<file path="config.mk">
export PLATFORM = sky130hd
export DESIGN_NAME = bitmap_contiguous_run_allocator
export DESIGN_NICKNAME = d
export VERILOG_FILES = /design/src/rtl/bcra_pkg.sv /design/src/rtl/bcra_map_mem.sv /design/src/rtl/bcra_run_unit.sv /design/src/rtl/bitmap_contiguous_run_allocator.sv
export SDC_FILE = /design/constraint.sdc
export NUM_CORES = 2
export LEC_CHECK = 0
export BUFFER_PORTS_ARGS = -buffer_cell sky130_fd_sc_hd__clkbuf_2
export CELL_PAD_IN_SITES_DETAIL_PLACEMENT = 2
export CELL_PAD_IN_SITES_GLOBAL_PLACEMENT = 2
export CORE_ASPECT_RATIO = 1.75
export CORE_MARGIN = 2
export CORE_UTILIZATION = 45
export DETAILED_ROUTE_END_ITERATION = 16
export GPL_TIMING_DRIVEN = 0
export PLACE_DENSITY_LB_ADDON = 0.25
export SETUP_SLACK_MARGIN = 0.1
export SYNTH_ARGS = -nofsm -noshare
export SYNTH_HDL_FRONTEND = slang
export SYNTH_SLANG_ARGS = --single-unit
export TNS_END_PERCENT = 20
</file>
<file path="constraint.sdc">
create_clock -name clock -period 18.47 [get_ports clock]
set_clock_uncertainty 0.1 [all_clocks]
set_input_delay 0 -clock clock [delete_from_list [all_inputs] [get_ports clock]]
set_output_delay 0 -clock clock [all_outputs]
set_load 0.01 [all_outputs]
</file>
<file path="src/rtl/bcra_pkg.sv">
// ----------------------------------------------------------------------------
// Bitmap run allocator package
// Shared widths, word geometry, status codes and sequencer states.
// ----------------------------------------------------------------------------
package bcra_pkg;

   // Field widths of the request, response and configuration beats.
   localparam int FIRST_W  = 10;
   localparam int COUNT_W  = 11;
   localparam int CFG_W    = 11;
   localparam int STATUS_W = 2;
   localparam int START_W  = 10;

   // The free map is held as words of SEG_BITS blocks; one word per cycle.
   localparam int SEG_BITS = 8;
   localparam int SEG_SH   = 3;

   localparam int MAP_BITS_DEF = 1024;
   localparam logic [CFG_W-1:0] TOTAL_RESET = 11'd1024;

   typedef enum logic [STATUS_W-1:0] {
      STATUS_OK        = 2'd0,
      STATUS_INVALID   = 2'd1,
      STATUS_NOT_FOUND = 2'd2
   } status_type;

   typedef enum logic [1:0] {
      ST_CLEAR,
      ST_IDLE,
      ST_SCAN,
      ST_MARK
   } state_type;

endpackage

</file>
<file path="src/rtl/bcra_map_mem.sv">
// ----------------------------------------------------------------------------
// Free map memory
// One write port and one read port with registered read data.
// ----------------------------------------------------------------------------
module bcra_map_mem #(
   parameter int DEPTH  = 128,
   parameter int ADDR_W = 7
) (
   input  logic                         clock,
   input  logic                         wr_en,
   input  logic [ADDR_W-1:0]            wr_addr,
   input  logic [bcra_pkg::SEG_BITS-1:0] wr_data,
   input  logic [ADDR_W-1:0]            rd_addr,
   output logic [bcra_pkg::SEG_BITS-1:0] rd_data
);
   import bcra_pkg::*;

   logic [SEG_BITS-1:0] mem [DEPTH];
   logic [SEG_BITS-1:0] rd_data_ff;

   always_ff @(posedge clock) begin
      if (wr_en) begin
         mem[wr_addr] <= wr_data;
      end
      rd_data_ff <= mem[rd_addr];
   end

   assign rd_data = rd_data_ff;

endmodule

</file>
<file path="src/rtl/bcra_run_unit.sv">
// ----------------------------------------------------------------------------
// Run tracking unit
// Extends the current free run across one map word and flags the first
// position at which the run reaches the requested length.
// ----------------------------------------------------------------------------
module bcra_run_unit #(
   parameter int CMP_W = 17
) (
   input  logic [bcra_pkg::SEG_BITS-1:0] seg,
   input  logic [CMP_W-1:0]             base,
   input  logic [CMP_W-1:0]             limit,
   input  logic [CMP_W-1:0]             need,
   input  logic [CMP_W-1:0]             len_in,
   input  logic [CMP_W-1:0]             begin_in,
   output logic                         found,
   output logic [CMP_W-1:0]             len_out,
   output logic [CMP_W-1:0]             begin_out
);
   import bcra_pkg::*;

   always_comb begin : run_walk
      logic [CMP_W-1:0] idx;
      logic [CMP_W-1:0] len;
      logic [CMP_W-1:0] beg;
      logic             fnd;
      len = len_in;
      beg = begin_in;
      fnd = 1'b0;
      for (int i = 0; i < SEG_BITS; i++) begin
         idx = base + CMP_W'(i);
         // Blocks at or past the usable limit are never part of a run.
         if (!fnd && (idx < limit)) begin
            if (seg[i]) begin
               if (len == '0) begin
                  beg = idx;
               end
               len = len + CMP_W'(1);
               if (len >= need) begin
                  fnd = 1'b1;
               end
            end else begin
               len = '0;
            end
         end
      end
      found     = fnd;
      len_out   = len;
      begin_out = beg;
   end

endmodule

</file>
<file path="src/rtl/bitmap_contiguous_run_allocator.sv">
// ----------------------------------------------------------------------------
// Bitmap contiguous run allocator
// First-fit allocator over a free map of one bit per block (1 = free).
// ----------------------------------------------------------------------------
//
//  Channel    Ports                                   Handshake
//  --------   -------------------------------------   -----------------------
//  request    req_action, req_first_block, req_count  start high, busy low
//  response   rsp_status, rsp_alloc_base              rsp_valid, one cycle
//  config     csr_wdata (total_blocks)                csr_we, no wait
//
// The map is kept as words of eight blocks, walked one word a cycle by one run unit.
// After the accepting edge busy stays high while an allocate scans for a run and marks any
// run it finds, or while a free marks its words; it never rises on a zero count or a free
// past the usable end. The response strobe comes in the first cycle with busy low and
// cannot be stalled. Reset starts a one-word-a-cycle clearing pass.
// ----------------------------------------------------------------------------
module bitmap_contiguous_run_allocator #(
   parameter int MAP_BITS = bcra_pkg::MAP_BITS_DEF
) (
   input  logic                          clock,
   input  logic                          reset,
   // Request beat.
   input  logic                          start,
   output logic                          busy,
   input  logic                          req_action,
   input  logic [bcra_pkg::FIRST_W-1:0]  req_first_block,
   input  logic [bcra_pkg::COUNT_W-1:0]  req_count,
   // Response beat.
   output logic                          rsp_valid,
   output logic [bcra_pkg::STATUS_W-1:0] rsp_status,
   output logic [bcra_pkg::START_W-1:0]  rsp_alloc_base,
   // Configuration.
   input  logic                          csr_we,
   input  logic [bcra_pkg::CFG_W-1:0]    csr_wdata
);
   import bcra_pkg::*;

   // Word geometry of the map.
   localparam int NUM_WORDS = (MAP_BITS + SEG_BITS - 1) / SEG_BITS;
   localparam int ADDR_W    = (NUM_WORDS > 1) ? $clog2(NUM_WORDS) : 1;
   // Block indexes and counts share one width: wide enough for MAP_BITS
   // itself and for first_block + count on a free.
   localparam int BIDX_W    = $clog2(MAP_BITS + 1);
   localparam int CMP_W     = (BIDX_W > 12) ? BIDX_W : 12;

   localparam logic [CMP_W-1:0]  MAP_BITS_C = CMP_W'(MAP_BITS);
   localparam logic [CMP_W-1:0]  SEG_STEP   = CMP_W'(SEG_BITS);
   localparam logic [CMP_W-1:0]  WORD_MASK  = ~CMP_W'(SEG_BITS - 1);
   localparam logic [ADDR_W-1:0] LAST_WORD  = ADDR_W'(NUM_WORDS - 1);

   // Sequencer and configuration state.
   state_type         state_ff, state_in;
   logic [CFG_W-1:0]  total_ff, total_in;
   logic [ADDR_W-1:0] clr_ptr_ff, clr_ptr_in;
   logic              proc_ff, proc_in;
   logic              rsp_valid_ff, rsp_valid_in;

   // Working registers of the current beat.
   logic [CMP_W-1:0]  count_ff, count_in;
   logic [CMP_W-1:0]  rd_base_ff, rd_base_in;
   logic [CMP_W-1:0]  proc_base_ff, proc_base_in;
   logic [CMP_W-1:0]  run_len_ff, run_len_in;
   logic [CMP_W-1:0]  run_begin_ff, run_begin_in;
   logic [CMP_W-1:0]  mark_start_ff, mark_start_in;
   logic [CMP_W-1:0]  mark_last_ff, mark_last_in;
   logic              mark_val_ff, mark_val_in;
   status_type        rsp_status_ff, rsp_status_in;
   logic [START_W-1:0] rsp_start_ff, rsp_start_in;

   // Memory port and run unit connections.
   logic                mem_we;
   logic [ADDR_W-1:0]   mem_waddr;
   logic [SEG_BITS-1:0] mem_wdata;
   logic [ADDR_W-1:0]   mem_raddr;
   logic [SEG_BITS-1:0] mem_rdata;

   logic             unit_found;
   logic [CMP_W-1:0] unit_len;
   logic [CMP_W-1:0] unit_begin;

   logic [CMP_W-1:0]    total_ext;
   logic [CMP_W-1:0]    usable;
   logic [CMP_W-1:0]    free_end;
   logic [SEG_BITS-1:0] marked_word;
   logic                accept;

   // Registers above the map capacity are clamped to it.
   assign total_ext = CMP_W'(total_ff);
   assign usable    = (total_ext > MAP_BITS_C) ? MAP_BITS_C : total_ext;
   assign free_end  = CMP_W'(req_first_block) + CMP_W'(req_count);
   assign accept    = start && (state_ff == ST_IDLE);

   bcra_map_mem #(
      .DEPTH  (NUM_WORDS),
      .ADDR_W (ADDR_W)
   ) u_map (
      .clock   (clock),
      .wr_en   (mem_we),
      .wr_addr (mem_waddr),
      .wr_data (mem_wdata),
      .rd_addr (mem_raddr),
      .rd_data (mem_rdata)
   );

   bcra_run_unit #(
      .CMP_W (CMP_W)
   ) u_run (
      .seg       (mem_rdata),
      .base      (proc_base_ff),
      .limit     (usable),
      .need      (count_ff),
      .len_in    (run_len_ff),
      .begin_in  (run_begin_ff),
      .found     (unit_found),
      .len_out   (unit_len),
      .begin_out (unit_begin)
   );

   // Rewrites the bits of the word in flight that fall inside the run.
   always_comb begin : mark_merge
      logic [CMP_W-1:0] idx;
      for (int i = 0; i < SEG_BITS; i++) begin
         idx = proc_base_ff + CMP_W'(i);
         if ((idx >= mark_start_ff) && (idx <= mark_last_ff)) begin
            marked_word[i] = mark_val_ff;
         end else begin
            marked_word[i] = mem_rdata[i];
         end
      end
   end

   always_comb begin
      state_in      = state_ff;
      total_in      = csr_we ? csr_wdata : total_ff;
      clr_ptr_in    = clr_ptr_ff;
      proc_in       = 1'b0;
      rsp_valid_in  = 1'b0;
      count_in      = count_ff;
      rd_base_in    = rd_base_ff;
      proc_base_in  = rd_base_ff;
      run_len_in    = run_len_ff;
      run_begin_in  = run_begin_ff;
      mark_start_in = mark_start_ff;
      mark_last_in  = mark_last_ff;
      mark_val_in   = mark_val_ff;
      rsp_status_in = rsp_status_ff;
      rsp_start_in  = rsp_start_ff;
      mem_we        = 1'b0;
      mem_waddr     = proc_base_ff[SEG_SH +: ADDR_W];
      mem_wdata     = marked_word;
      mem_raddr     = rd_base_ff[SEG_SH +: ADDR_W];

      unique case (state_ff)
         ST_CLEAR: begin
            // One word a cycle is set to all free.
            mem_we     = 1'b1;
            mem_waddr  = clr_ptr_ff;
            mem_wdata  = '1;
            clr_ptr_in = clr_ptr_ff + ADDR_W'(1);
            if (clr_ptr_ff == LAST_WORD) begin
               state_in = ST_IDLE;
            end
         end

         ST_IDLE: begin
            if (accept) begin
               count_in   = CMP_W'(req_count);
               run_len_in = '0;
               if (req_count == '0) begin
                  rsp_valid_in  = 1'b1;
                  rsp_status_in = STATUS_INVALID;
                  rsp_start_in  = '0;
               end else if (req_action == 1'b0) begin
                  rd_base_in = '0;
                  state_in   = ST_SCAN;
               end else if (free_end > usable) begin
                  rsp_valid_in  = 1'b1;
                  rsp_status_in = STATUS_INVALID;
                  rsp_start_in  = '0;
               end else begin
                  mark_start_in = CMP_W'(req_first_block);
                  mark_last_in  = free_end - CMP_W'(1);
                  mark_val_in   = 1'b1;
                  rd_base_in    = CMP_W'(req_first_block) & WORD_MASK;
                  state_in      = ST_MARK;
               end
            end
         end

         ST_SCAN: begin
            // Prefetch the next word while the previous one is walked.
            proc_in    = 1'b1;
            rd_base_in = rd_base_ff + SEG_STEP;
            if (proc_ff) begin
               run_len_in   = unit_len;
               run_begin_in = unit_begin;
               if (unit_found) begin
                  mark_start_in = unit_begin;
                  mark_last_in  = unit_begin + count_ff - CMP_W'(1);
                  mark_val_in   = 1'b0;
                  rd_base_in    = unit_begin & WORD_MASK;
                  proc_in       = 1'b0;
                  state_in      = ST_MARK;
               end else if ((proc_base_ff + SEG_STEP) >= usable) begin
                  proc_in       = 1'b0;
                  rsp_valid_in  = 1'b1;
                  rsp_status_in = STATUS_NOT_FOUND;
                  rsp_start_in  = '0;
                  state_in      = ST_IDLE;
               end
            end
         end

         ST_MARK: begin
            // Read-modify-write, one word read and one written per cycle.
            if (rd_base_ff <= mark_last_ff) begin
               proc_in    = 1'b1;
               rd_base_in = rd_base_ff + SEG_STEP;
            end
            if (proc_ff) begin
               mem_we = 1'b1;
               if (rd_base_ff > mark_last_ff) begin
                  rsp_valid_in  = 1'b1;
                  rsp_status_in = STATUS_OK;
                  rsp_start_in  = mark_val_ff ? '0 : mark_start_ff[START_W-1:0];
                  state_in      = ST_IDLE;
               end
            end
         end

         default: begin
            state_in = ST_IDLE;
         end
      endcase
   end

   always_ff @(posedge clock) begin
      if (reset) begin
         state_ff     <= ST_CLEAR;
         total_ff     <= TOTAL_RESET;
         clr_ptr_ff   <= '0;
         proc_ff      <= 1'b0;
         rsp_valid_ff <= 1'b0;
      end else begin
         state_ff     <= state_in;
         total_ff     <= total_in;
         clr_ptr_ff   <= clr_ptr_in;
         proc_ff      <= proc_in;
         rsp_valid_ff <= rsp_valid_in;
      end
   end

   always_ff @(posedge clock) begin
      count_ff      <= count_in;
      rd_base_ff    <= rd_base_in;
      proc_base_ff  <= proc_base_in;
      run_len_ff    <= run_len_in;
      run_begin_ff  <= run_begin_in;
      mark_start_ff <= mark_start_in;
      mark_last_ff  <= mark_last_in;
      mark_val_ff   <= mark_val_in;
      rsp_status_ff <= rsp_status_in;
      rsp_start_ff  <= rsp_start_in;
   end

   assign busy           = (state_ff != ST_IDLE);
   assign rsp_valid      = rsp_valid_ff;
   assign rsp_status     = rsp_status_ff;
   assign rsp_alloc_base = rsp_start_ff;

endmodule
</file>
==> metrics.md <==
| Metric | Value |
|---|---|
| Status | `finished, violations left` |
| Failing checks | `capacitance limit, slew limit` |
| Vias in the first global route | `47,400` |
| Worst Slack Setup Final | `0.707 ns` |
| HPWL reported at the end of detailed placement | `170,000 um` |
| Design area | `between 0.06 and 0.07 mm^2` |
| Worst-path clk slew | `0.09 ns` |
| Design Power | `7.20 mW` |
| Largest net degree at the start of global routing | `79` |
| Die Ht | `~480 um` |
| Yosys top cell area share | `0.574` |
| Placed instance count | `approximately 6,100` |
| Setup Viol. Count Final | `0` |
| IO Pins | `51` |
| Fin. Hold Viols | `0` |
| Die area | `approximately 0.13 mm^2` |
| WL per Instance | `38.3 um` |
| Drt first pass iters | `6` |
| Crit path largest cell delay | `0.89 ns` |
| Crit path launch type | `flip-flop` |
| Measured slew at the worst slew-check pin | `1.60 ns` |
| Core ar. | `0.127 mm^2` |
| Drt drc | `0` |
| CP delay by family, top | `compound AO/OA/AOI/OAI gates` |
| Initial antenna violation count | `3` |
| Root buffer cell | `clkbuf_16` |
| CTS buffer count | `104` |
| Crit. End Element | `flip-flop` |
| FF+latch count, synth | `around 1,100` |
| Syn avg cell area | `between 10 and 15 um^2` |
| Die width | `275 um` |
| Placed Instance Area | `0.0608 mm^2` |
| Critical path's most frequent cell | `a21o_1` |
| Total GRT Usage | `0.372` |
| PD cells | `109 mW/mm^2` |
| Critical path class | `flip-flop to flip-flop` |
| Max rail drop VDD | `~0.094 mV` |
| Starting Density | `0.454` |
| DRT antenna net count | `0` |
| CTS tree | `yes` |
| Post-route clock period utilization | `0.962` |
| Drt first-iter violations | `3,556` |
| Static Leak | `22.7 nW` |
| Worst Hold Class | `input pin to flip-flop` |
| Ys async rst share | `0` |
| Slew Limit Headroom | `-0.0682` |
| H-tree depth | `3` |
| Via/cell ratio | `6.65` |
| Maximum root-to-sink buffer count | `3` |
| Syn Nets | `4,631` |
| Sw Share | `0.339` |
| DR vias | `42,900` |
| Crit path required time | `18.81 ns` |
| Sum of negative setup slack | `0 ns` |
| Synth-to-layout area growth | `14.8%` |
| WP data arrival | `18.10 ns` |
| Yosys warns | `0` |
| Site Rows | `173` |
| Crit path buf inv count | `15` |
| Logic gate share of total power | `0.275` |
| Sw Pwr | `around 2.4 mW` |
| Post-synth top flop | `edfxtp_1` |
| Seq pwr share | `0.410` |
| Most common cell in the netlist | `edfxtp_1` |
| Fin nets | `about 5,000` |
| CTS Sinks | `1,144` |
| Synth unique cells | `124` |
| MaxCap Viol Count | `3` |
| Syn Inst Count | `4,343` |
| Crit-path slowest cell | `dfxtp_1` |
| Post-Place Worst Slack | `-3.53 ns` |
| Post-synth top area cell | `edfxtp_1` |
| Pint | `4.76 mW` |
| Non-filler cells, final | `between 6,000 and 7,000` |
| Fraction of layout instances using a drive strength above 1 | `0.164` |
| Drt total wl | `247,000 um` |
| Slew Limit Fails | `17` |
| Fraction of the yosys area taken by sequential cells | `0.588` |
| Number of synthesized flops with an enable pin | `1,105` |
| Gpl congestion | `0.944` |
| First-pass GRT wire length | `347,000 um` |
| Port-buffer cells | `50` |
| Clock power frac | `0.314` |
| Synth top area cells | `edfxtp_1 57%, ha_1 5.4%, mux4_2 5.3%, mux2i_1 4.0%, a21oi_1 2.4%` |
| Top post-synthesis cells by count | `1,105 x edfxtp_1, 304 x nor2_1, 275 x a21oi_1` |
| Critical-path maximum fanout | `12` |
| Clock Latency Late Sink | `0.78 ns` |
| Mapped Area | `0.0578 mm^2` |
| Min Tclk post-route | `around 18 ns` |
| Max frequency | `56.3 MHz` |
| Gr ovfl total | `0` |
[cell families after synthesis]
logic type,after synthesis,synth area share
xor+xnor,102,0.0155
compound gates,1031,0.122
fa+ha+maj,251,0.0546
buf+inv,355,0.0245
simple gates,1016,0.0873
flops,1144,0.588
mux,444,0.108
[routing by layer]
metal	wire, um	vias up	part of all wire	global-route usage
li1	-	17700	-	-
met1	79600	22100	0.32	0.364
met2	127000	2049	0.51	0.661
met3	12500	1023	0.051	0.0567
met4	28000	2	0.11	0.346
met5	13	-	0.000053	0
[layout by cell type, fill, tap and decap left out, types with 22 or more instances in the layout]
master / instances
nand2b_1: 56
edfxtp_1: 1105
clkbuf_16: 106
buf_1: 38
a21oi_1: 265
dlygate4sd3_1: 80
o21ai_0: 171
mux4_2: 136
inv_1: 128
nor2_1: 295
dfxtp_1: 36
nor2b_1: 40
nor4_1: 22
nand2_1: 231
xor2_1: 28
and2_1: 38
clkbuf_2: 61
and3_1: 25
buf_4: 99
clkbuf_1: 156
nand3_1: 69
ha_1: 243
a211oi_1: 56
xnor2_1: 70
mux2_2: 73
nor3_1: 51
o221ai_1: 72
o22ai_1: 76
mux2i_1: 227
or3_1: 22
a21o_1: 75
nand4_1: 47
[repair_timing]
item / CTS / global route
gates cloned: 0 / 2
setup buffers: 29 / 35
hold buffers: 80 / 0
setup endpoints to repair: 98 / 57
pin swaps: 18 / 24
resized for setup: 101 / 90
hold endpoints to repair: 109 / 0
[per-stage QoR]
stage	util	hold WS, ns
floorplan	-	-0.00113
global placement	0.472	0.120
detailed placement	0.477	0.120
CTS	0.516	0.0209
global route	0.521	0.0698
finish	0.521	0.115
[worst register-to-register path: cells and delay by family (launching register included)]
| family | cells | cell delay, ns |
|---|---|---|
| XOR/XNOR | 3 | 0.45 |
| buffers and inverters | 15 | 2.15 |
| AO/OA/AOI/OAI | 39 | 7.45 |
| multiplexers | 2 | 0.51 |
| flip-flops | 1 | 0.89 |
| adder cells (fa/ha/maj) | 9 | 2.59 |
| AND/OR/NAND/NOR | 21 | 3.33 |
[area by class of cell]
| type | instances | area [um^2] |
|---|---|---|
| Buffer | 218 | 992 |
| Sequential cell | 1144 | 34000 |
| Antenna cell | 4 | 10.0 |
| Fill cell | 11900 | 61000 |
| Tap cell | 1662 | 2080 |
| Clock buffer | 130 | 2730 |
| Timing Repair Buffer | 247 | 2180 |
| Inverter | 137 | 518 |
| Clock inverter | 65 | 649 |
| Multi-Input combinational cell | 2844 | 23200 |
[path summary, 6_finish.rpt]
kind / startpoint / endpoint / slack [ns] / cells past startpoint
setup reg to reg: proc_base_ff[4] / mark_last_ff[11] / 0.71 / 89
hold reg to reg: proc_base_in[7] / proc_base_ff[7] / 0.35 / 0
setup / recovery: proc_base_ff[4] / mark_last_ff[11] / 0.71 / 89
hold / removal: req_count[10] / count_ff[10] / 0.11 / 2
[power groups by stage]
stage	registers (mW)	clock network (mW)	logic, mW
final	2.95	2.26	1.98
after global routing	2.95	2.34	2.08
after CTS	2.95	2.26	1.86
after detailed placement	3.01	0	1.75
after global placement	3.04	0	1.63
after floorplan	3.00	0	1.06
[registers in the layout (all words and copies together) (netlist names), 10 cells and up]
signal          count
count_ff           11
mark_last_ff       12
mark_start_ff      12
rsp_alloc_base     10
run_begin_ff       12
run_len_ff         12
total_ff           11
u_map.mem        1024
(Power assumes the default switching activity.)
